--- src/hw/rtl/sbpp_store.sv ---
// bitmap byte store with one write port and two registered read ports
module sbpp_store #(
   parameter int DEPTH = 128,
   parameter int AW = 7
) (
   input  logic          clock,
   input  logic          wr_en,
   input  logic [AW-1:0] wr_addr,
   input  logic [7:0]    wr_data,
   input  logic          rd_en,
   input  logic [AW-1:0] rd_addr0,
   input  logic [AW-1:0] rd_addr1,
   output logic [7:0]    rd_data0,
   output logic [7:0]    rd_data1
);

   logic [7:0] mem_ff [DEPTH];
   logic [7:0] rd_data0_ff;
   logic [7:0] rd_data1_ff;

   always_ff @(posedge clock) begin
      if (wr_en) begin
         mem_ff[wr_addr] <= wr_data;
      end
      if (rd_en) begin
         rd_data0_ff <= mem_ff[rd_addr0];
         rd_data1_ff <= mem_ff[rd_addr1];
      end
   end

   assign rd_data0 = rd_data0_ff;
   assign rd_data1 = rd_data1_ff;

endmodule

--- config.mk ---
export PLATFORM = sky130hd
export DESIGN_NAME = sbpp_store
export DESIGN_NICKNAME = d
export VERILOG_FILES = /design/src/hw/rtl/sbpp_store.sv
export SDC_FILE = /design/constraint.sdc
export NUM_CORES = 1
export LEC_CHECK = 0
export BUFFER_PORTS_ARGS = -buffer_cell sky130_fd_sc_hd__buf_4
export CORE_MARGIN = 8
export CORE_UTILIZATION = 35
export CTS_BUF_LIST = sky130_fd_sc_hd__clkbuf_4 sky130_fd_sc_hd__clkbuf_8
export DETAILED_ROUTE_END_ITERATION = 10
export PLACE_DENSITY = 0.59
export SLEW_MARGIN = 40
export SYNTH_ARGS = -nofsm -noshare
export SYNTH_HDL_FRONTEND = slang
export SYNTH_SLANG_ARGS = --single-unit
--- constraint.sdc ---
create_clock -name clock -period 8.1 [get_ports clock]
set_input_delay 0.405 -clock clock [delete_from_list [all_inputs] [get_ports clock]]
set_output_delay 0.405 -clock clock [all_outputs]
set_load 0.005 [all_outputs]
==> impl_metrics.toml, run 1 <==
[timing]
timing.final.hold_violations = 0
fin_ws_ns = 4.75
min_period_over_period_pct = 41.4
slew-limit-headroom_pct = 36.7
tightest_slew_ns = 0.950
slew_viol_final = 0
setup_viol = 0
clock_skew_ns = 0.0545
hold_slack_ns = 0.0847
tns_ns = 0
rsz0062_at_grt = "false"
fmax_mhz = 298
min_period_ns = 3.35

[placement]
gp_congestion = 0.804
place_ws_ns = 3.87
dp_hpwl_mm = 83.8
portBuffers = 47

[status]
outcome = "complete, no violations"

[logic_synthesis]
synth_flop_cell = "edfxtp_1"
synth-compound-area-share_pct = 0
synthAdderAreaFrac_pct = 0
synthCells = 2063
synth_area_leader_cell = "edfxtp_1"
synth_top_family_by_area = "multiplexers"
yosys.area_share.xor_xnor_pct = 0
synth_most_common_cell = "edfxtp_1"
synth.area.top_cells = "edfxtp_1 65%, mux4_2 32%, nor2_1 0.95%, clkbuf_1 0.57%, buf_4 0.42%"
synth_common_cells = "1040 x edfxtp_1, 672 x mux4_2, 122 x nor2_1"
synth_fp_nets = 2095
synth.avg_cell_area_um2 = 23.3
synth-seq-area-share_pct = 65.1
synth_seq_cells = 1040
yosys.area.top_type_share_pct = 65.1
synthArstFlopShare_pct = 0
synthDistinctLibCells = 16
muxShareOfSynthArea_pct = 31.9
syn_area_um2 = 48000
yosys.area_share.simple_pct = 1.45
yosys_warnings = 0
synth-edff-count = 1040

[floorplan]
coreArea_um2 = 137000
fp.dieH_um = 386
ios = 48
fp.dieW_um = 386
initial_utilization_pct = 35.1
dieArea_um2 = 149000
rows = 136

[global_routing]
grt_use_met2_pct = 29.1
grt_util_met1_pct = 24.7
globalRoute.busiestLayer = "met2"
antenna_found_initial = 8
grt_overflow_total = 0
grt_start_max_net_pins = 119
grt.met3_usage_pct = 4.61
grt_pass1_wl_mm = 194
grt_use_total_pct = 18.1
grt_pass1_vias = 25900

[route]
vias = 24600
wl_per_cell_um = 32.7
viasPerCell = 5.96
drt-pass1-iter-count = 7
ant_nets = 0
drt-initial-drc-count = 3018
drt-total-wl_mm = 135
drc = 0

[setup_path]
rr_worst_depth = 4
timing.rr.end = "rd_data1[1]"
crit_fanout = 47
start_kind = "primary input"
crit_type = "primary input to flop"
reg2reg_setup_slack_ns = 5.48
max_stage_delay_ns = 0.59
worstPathRequired_ns = 8.68
end_kind = "flop"
cpMostUsedCell = "mux4_2"
worstPathCellList = "buf_8, buf_16, buf_12, buf_16, mux4_2, mux4_2, mux4_2, mux2_2"
cp_slowest_cell = "mux4_2"
arrival_ns = 3.93
r2r_start = "mem_ff[85][1]"

[hold_path]
hold_class = "primary input to flop"
whs_endpoint = "mem_ff[32][1]"
min_path_cells = 1
hold_start = "wr_data[1]"

[clock_tree]
cts.reportedPaths.clkPinSlew_ns = 0.06
cts-root-buf = "clkbuf_8"
cts_buffers = 174
clock_latency_ns = 0.86
cts_resized = 0
cts_max_path_buffers = 3
h-tree-depth = 4
cts_tree = "yes"
cts_sinks = 1040

[pwr]
power.total_uw = 11600
leakage_uw = 0.0164
power.density_nw_per_um2 = 214
peakVddDrop_mv = 0.116

[final_layout]
nFillCells = 12000
drive_gt1_share_pct = 49.7
seqCellArea_um2 = 31200
syn_to_final_growth_pct = 13.4
layout.nets = 2235
multi_input_area_um2 = 16300

[flow_run]
drv_cap = 0
-- through the flow --
| step | area (um2) | utilization, % | cells |
|---|---|---|---|
| floorplan | 48000 | - | 2063 |
| global placement | 50500 | 36.9 | 3807 |
| detailed placement | 50900 | 37.2 | 3812 |
| CTS | 54400 | 39.7 | 4125 |
| global route | 54400 | 39.8 | 4128 |
| finish | 54500 | 39.8 | 4131 |
-- where the power goes --
part	internal [uW]	switching [uW]	leakage, uW
logic	431	531	0.00523
registers	5960	19.8	0.00936
clock network	2550	2150	0.00178
-- logic make-up (layout without fill, tap and decap cells) --
logic type,count (synthesis),count (layout)
buffers and inverters,165,435
other,0,4
DFF,1040,1040
muxes,688,688
and+or+nand+nor,170,170
-- worst max-delay path: cells and delay by family --
family / cells / cell delay [ns]
buf+inv: 4 / 1.39
mux: 4 / 1.99
-- cells in the final DEF (no fill, tap or decap), types with 4 or more instances in the layout --
cell type / count
buf_12: 8
buf_16: 5
buf_4: 95
buf_6: 9
buf_8: 4
bufinv_16: 10
clkbuf_4: 41
clkbuf_8: 179
clkinv_1: 52
clkinv_2: 15
clkinvlp_4: 4
diode_2: 4
dlygate4sd3_1: 7
edfxtp_1: 1040
mux2_2: 16
mux4_2: 672
nand2_1: 11
nand3_1: 12
nor2_1: 37
nor2_2: 84
nor2b_1: 6
-- registers in the layout (all words and copies together) (netlist names) --
name and count:
rd_data1 8, mem_ff 1024, rd_data0 8
-- how the worst max path moves through the flow --
stage	to	slack (ns)	from
after global placement	rd_data1[7]	3.87	rd_addr1[0]
after global routing	rd_data0[0]	4.60	rd_addr0[0]
after CTS	rd_data0[0]	4.81	rd_addr0[0]
after floorplan	rd_data1[0]	5.05	rd_addr1[0]
after detailed placement	rd_data0[3]	3.87	rd_addr0[0]
final	rd_data0[0]	4.75	rd_addr0[0]
-- final cells by class --
class | instances | share of cell area [%]
Tap cell | 1794 | 4.12
Clock inverter | 87 | 1.22
Timing Repair Buffer | 129 | 2.31
Clock buffer | 219 | 5.06
Sequential cell | 1040 | 57.4
Antenna cell | 4 | 0.0184
Multi-Input combinational cell | 858 | 29.9
-- repair_timing --
item / 4_1_cts / 5_1_grt
hold buffers: 7 / 0
endpoints found under the hold margin: 82 / 0
buffers inserted: 0 / 0
-- layer usage --
| metal | up-vias | wire (um) |
|---|---|---|
| met5 | - | 29 |
| met4 | 4 | 3210 |
| met3 | 216 | 12000 |
| met2 | 1241 | 65600 |
| met1 | 13600 | 54400 |
| li1 | 9581 | - |
No activity file was read; power rests on OpenSTA's default activity.
==> inputs of run 2 (changes only) <==
Clock period 8.1 ns to 3.3 ns, I/O delays scaled along.
==> run 2 against run 1 <==
Combinational power rose to 2.7 times the previous value. Routed wire length rose by 4.7%. Flip-flop and latch count did not move. Critical path depth fell by 3. Final cell count rose by 4.6%. Global-route usage rose by 0.82 points. Setup slack got worse by 4.6 ns. First-iteration DRC count fell by 2.6%.
==> impl_metrics.toml, run 2 (synthesis gave the netlist of run 1 again) <==
[placement]
post_dp_cell_area_um2 = 52300
dp_hpwl_mm = 93.0
gp_congestion = 0.834
portBuffers = 47

[global_routing]
grt_util_met1_pct = 24.2
grt_start_max_net_pins = 106
globalRoute.busiestLayer = "met2"
antenna_found_initial = 15
grt_pass1_wl_mm = 201
grt_overflow_total = 0
grt_pass1_vias = 27000
grt_use_total_pct = 19.0
grt.met3_usage_pct = 6.56
grt_use_met2_pct = 30.5

[timing]
timing.final.hold_violations = 0
fmax_mhz = 316
clock_skew_ns = 0.0602
rsz0062_at_grt = "false"
min_period_over_period_pct = 95.8
slew_viol_final = 0
setup_viol = 0
tns_ns = 0
slew-limit-headroom_pct = 40.2
min_period_ns = 3.16
tightest_slew_ns = 0.895

[hold_path]
hold_class = "primary input to flop"
min_path_cells = 3
hold_start = "wr_addr[3]"

[clock_tree]
clock_latency_ns = 0.86
cts-root-buf = "clkbuf_8"
cts_max_path_buffers = 3
post-cts-setup-buffer-count = 0
h-tree-depth = 4
cts.reportedPaths.clkPinSlew_ns = 0.06
cts_buffers = 170
cts_sinks = 1040
cts_tree = "yes"

[floorplan]
initial_utilization_pct = 35.1
coreArea_um2 = 137000
rows = 136
fp.dieH_um = 386
dieArea_um2 = 149000
fp.dieW_um = 386
ios = 48

[flow_run]
drv_cap = 0

[setup_path]
worstPathRequired_ns = 3.92
cp_slowest_cell = "mux4_2"
arrival_ns = 3.78
cpMostUsedCell = "mux4_2"
r2r_start = "mem_ff[95][6]"
max_stage_delay_ns = 0.65
crit_type = "flop to flop"
worstPathCellList = "mux4_2, mux4_2, mux4_2, mux2_2, dlygate4sd3_1"
worst-path-buf-inv = 1
worstSetupPathDepth = 5
rr_worst_depth = 5
cp_top_family = "multiplexers"
crit_start = "mem_ff[95][6]"
crit_fanout = 2
end_kind = "flop"
start_kind = "flop"

[route]
ant_nets = 0
drt-pass1-iter-count = 5
vias = 25400
drt-initial-drc-count = 2940
drt-total-wl_mm = 142
viasPerCell = 5.89
wl_per_cell_um = 32.7
drc = 0

[pwr]
switchingPower_uw = 6720
power.density_nw_per_um2 = 510
internal_power_uw = 21900
p_seq_share_pct = 51.3
clkPwrFrac_pct = 39.6
leakage_uw = 0.0175
p_comb_share_pct = 9.0
power.total_uw = 28600
swShare_pct = 23.5
peakVddDrop_mv = 0.349

[final_layout]
regMostFlops = "mem_ff"
syn_to_final_growth_pct = 16.7
drive_gt1_share_pct = 49.7
largest_reg_flops = 1024
layout_common_cells = "1040 x edfxtp_1, 672 x mux4_2, 234 x buf_4, 172 x clkbuf_8, 117 x nor2_1"
layout.nets = 2417
fin_area_um2 = 56000
layout_commonest_cell = "edfxtp_1"
nFillCells = 11900

[status]
outcome = "complete, no violations"
[run 2: path summary, 6_finish.rpt]
path	endpoint	slack [ns]
min reg2reg	rd_data0[2]	1.24
min	mem_ff[125][3]	0.15
max	rd_data0[6]	0.14
max reg2reg	rd_data0[6]	0.14
[run 2: worst register-to-register path: cells and delay by family, from the launching register on]
| family | cells | cell delay [ns] |
|---|---|---|
| mux | 4 | 2.02 |
| buf+inv | 1 | 0.55 |
| flops | 1 | 0.37 |
[run 2: stage by stage]
step / utilization, % / hold WS [ns] / instances / worst slack [ns]
after detailed placement: 38.2 / 0.572 / 3983 / 0.135
after global placement: 38.2 / 0.570 / 3983 / 0.143
after CTS: 40.9 / 0.0636 / 4314 / 0.167
after global routing: 40.9 / 0.136 / 4319 / 0.109
after floorplan: - / 0.264 / 2063 / 0.491
final: 40.9 / 0.150 / 4323 / 0.138
[run 2: metal layers]
| metal | part of all wire, % | vias to the layer above | wire [um] |
|---|---|---|---|
| met3 | 11 | 287 | 15000 |
| li1 | - | 9966 | - |
| met2 | 48 | 1291 | 67600 |
| met1 | 38 | 13900 | 54100 |
| met4 | 3.4 | 10 | 4830 |
| met5 | 0.049 | - | 70 |
[run 2: power by group through the flow]
stage | clock (uW) | sequential (uW) | combinational (uW)
final | 11300 | 14700 | 2580
after global routing | 12100 | 14700 | 2680
after CTS | 11600 | 14700 | 2580
after detailed placement | 0 | 14900 | 2540
after global placement | 0 | 14900 | 2520
after floorplan | 0 | 14900 | 1420
[run 2: final cells by class]
class                      instances  area (um2)  area share, %
timing repair buffer             315        3100           5.54
sequential                      1040       31200           55.8
multi-input combinational        858       16000           28.6
clock buffer                     231        2800           5.01
clock inverter                    78         586           1.05
antenna                            7        17.5         0.0313
tap                             1794        2240           4.01
[run 2: repair_timing]
item	4_1_cts	5_1_grt
hold buffers	22	0
hold endpoints to repair	824	0
resized for setup	0	0
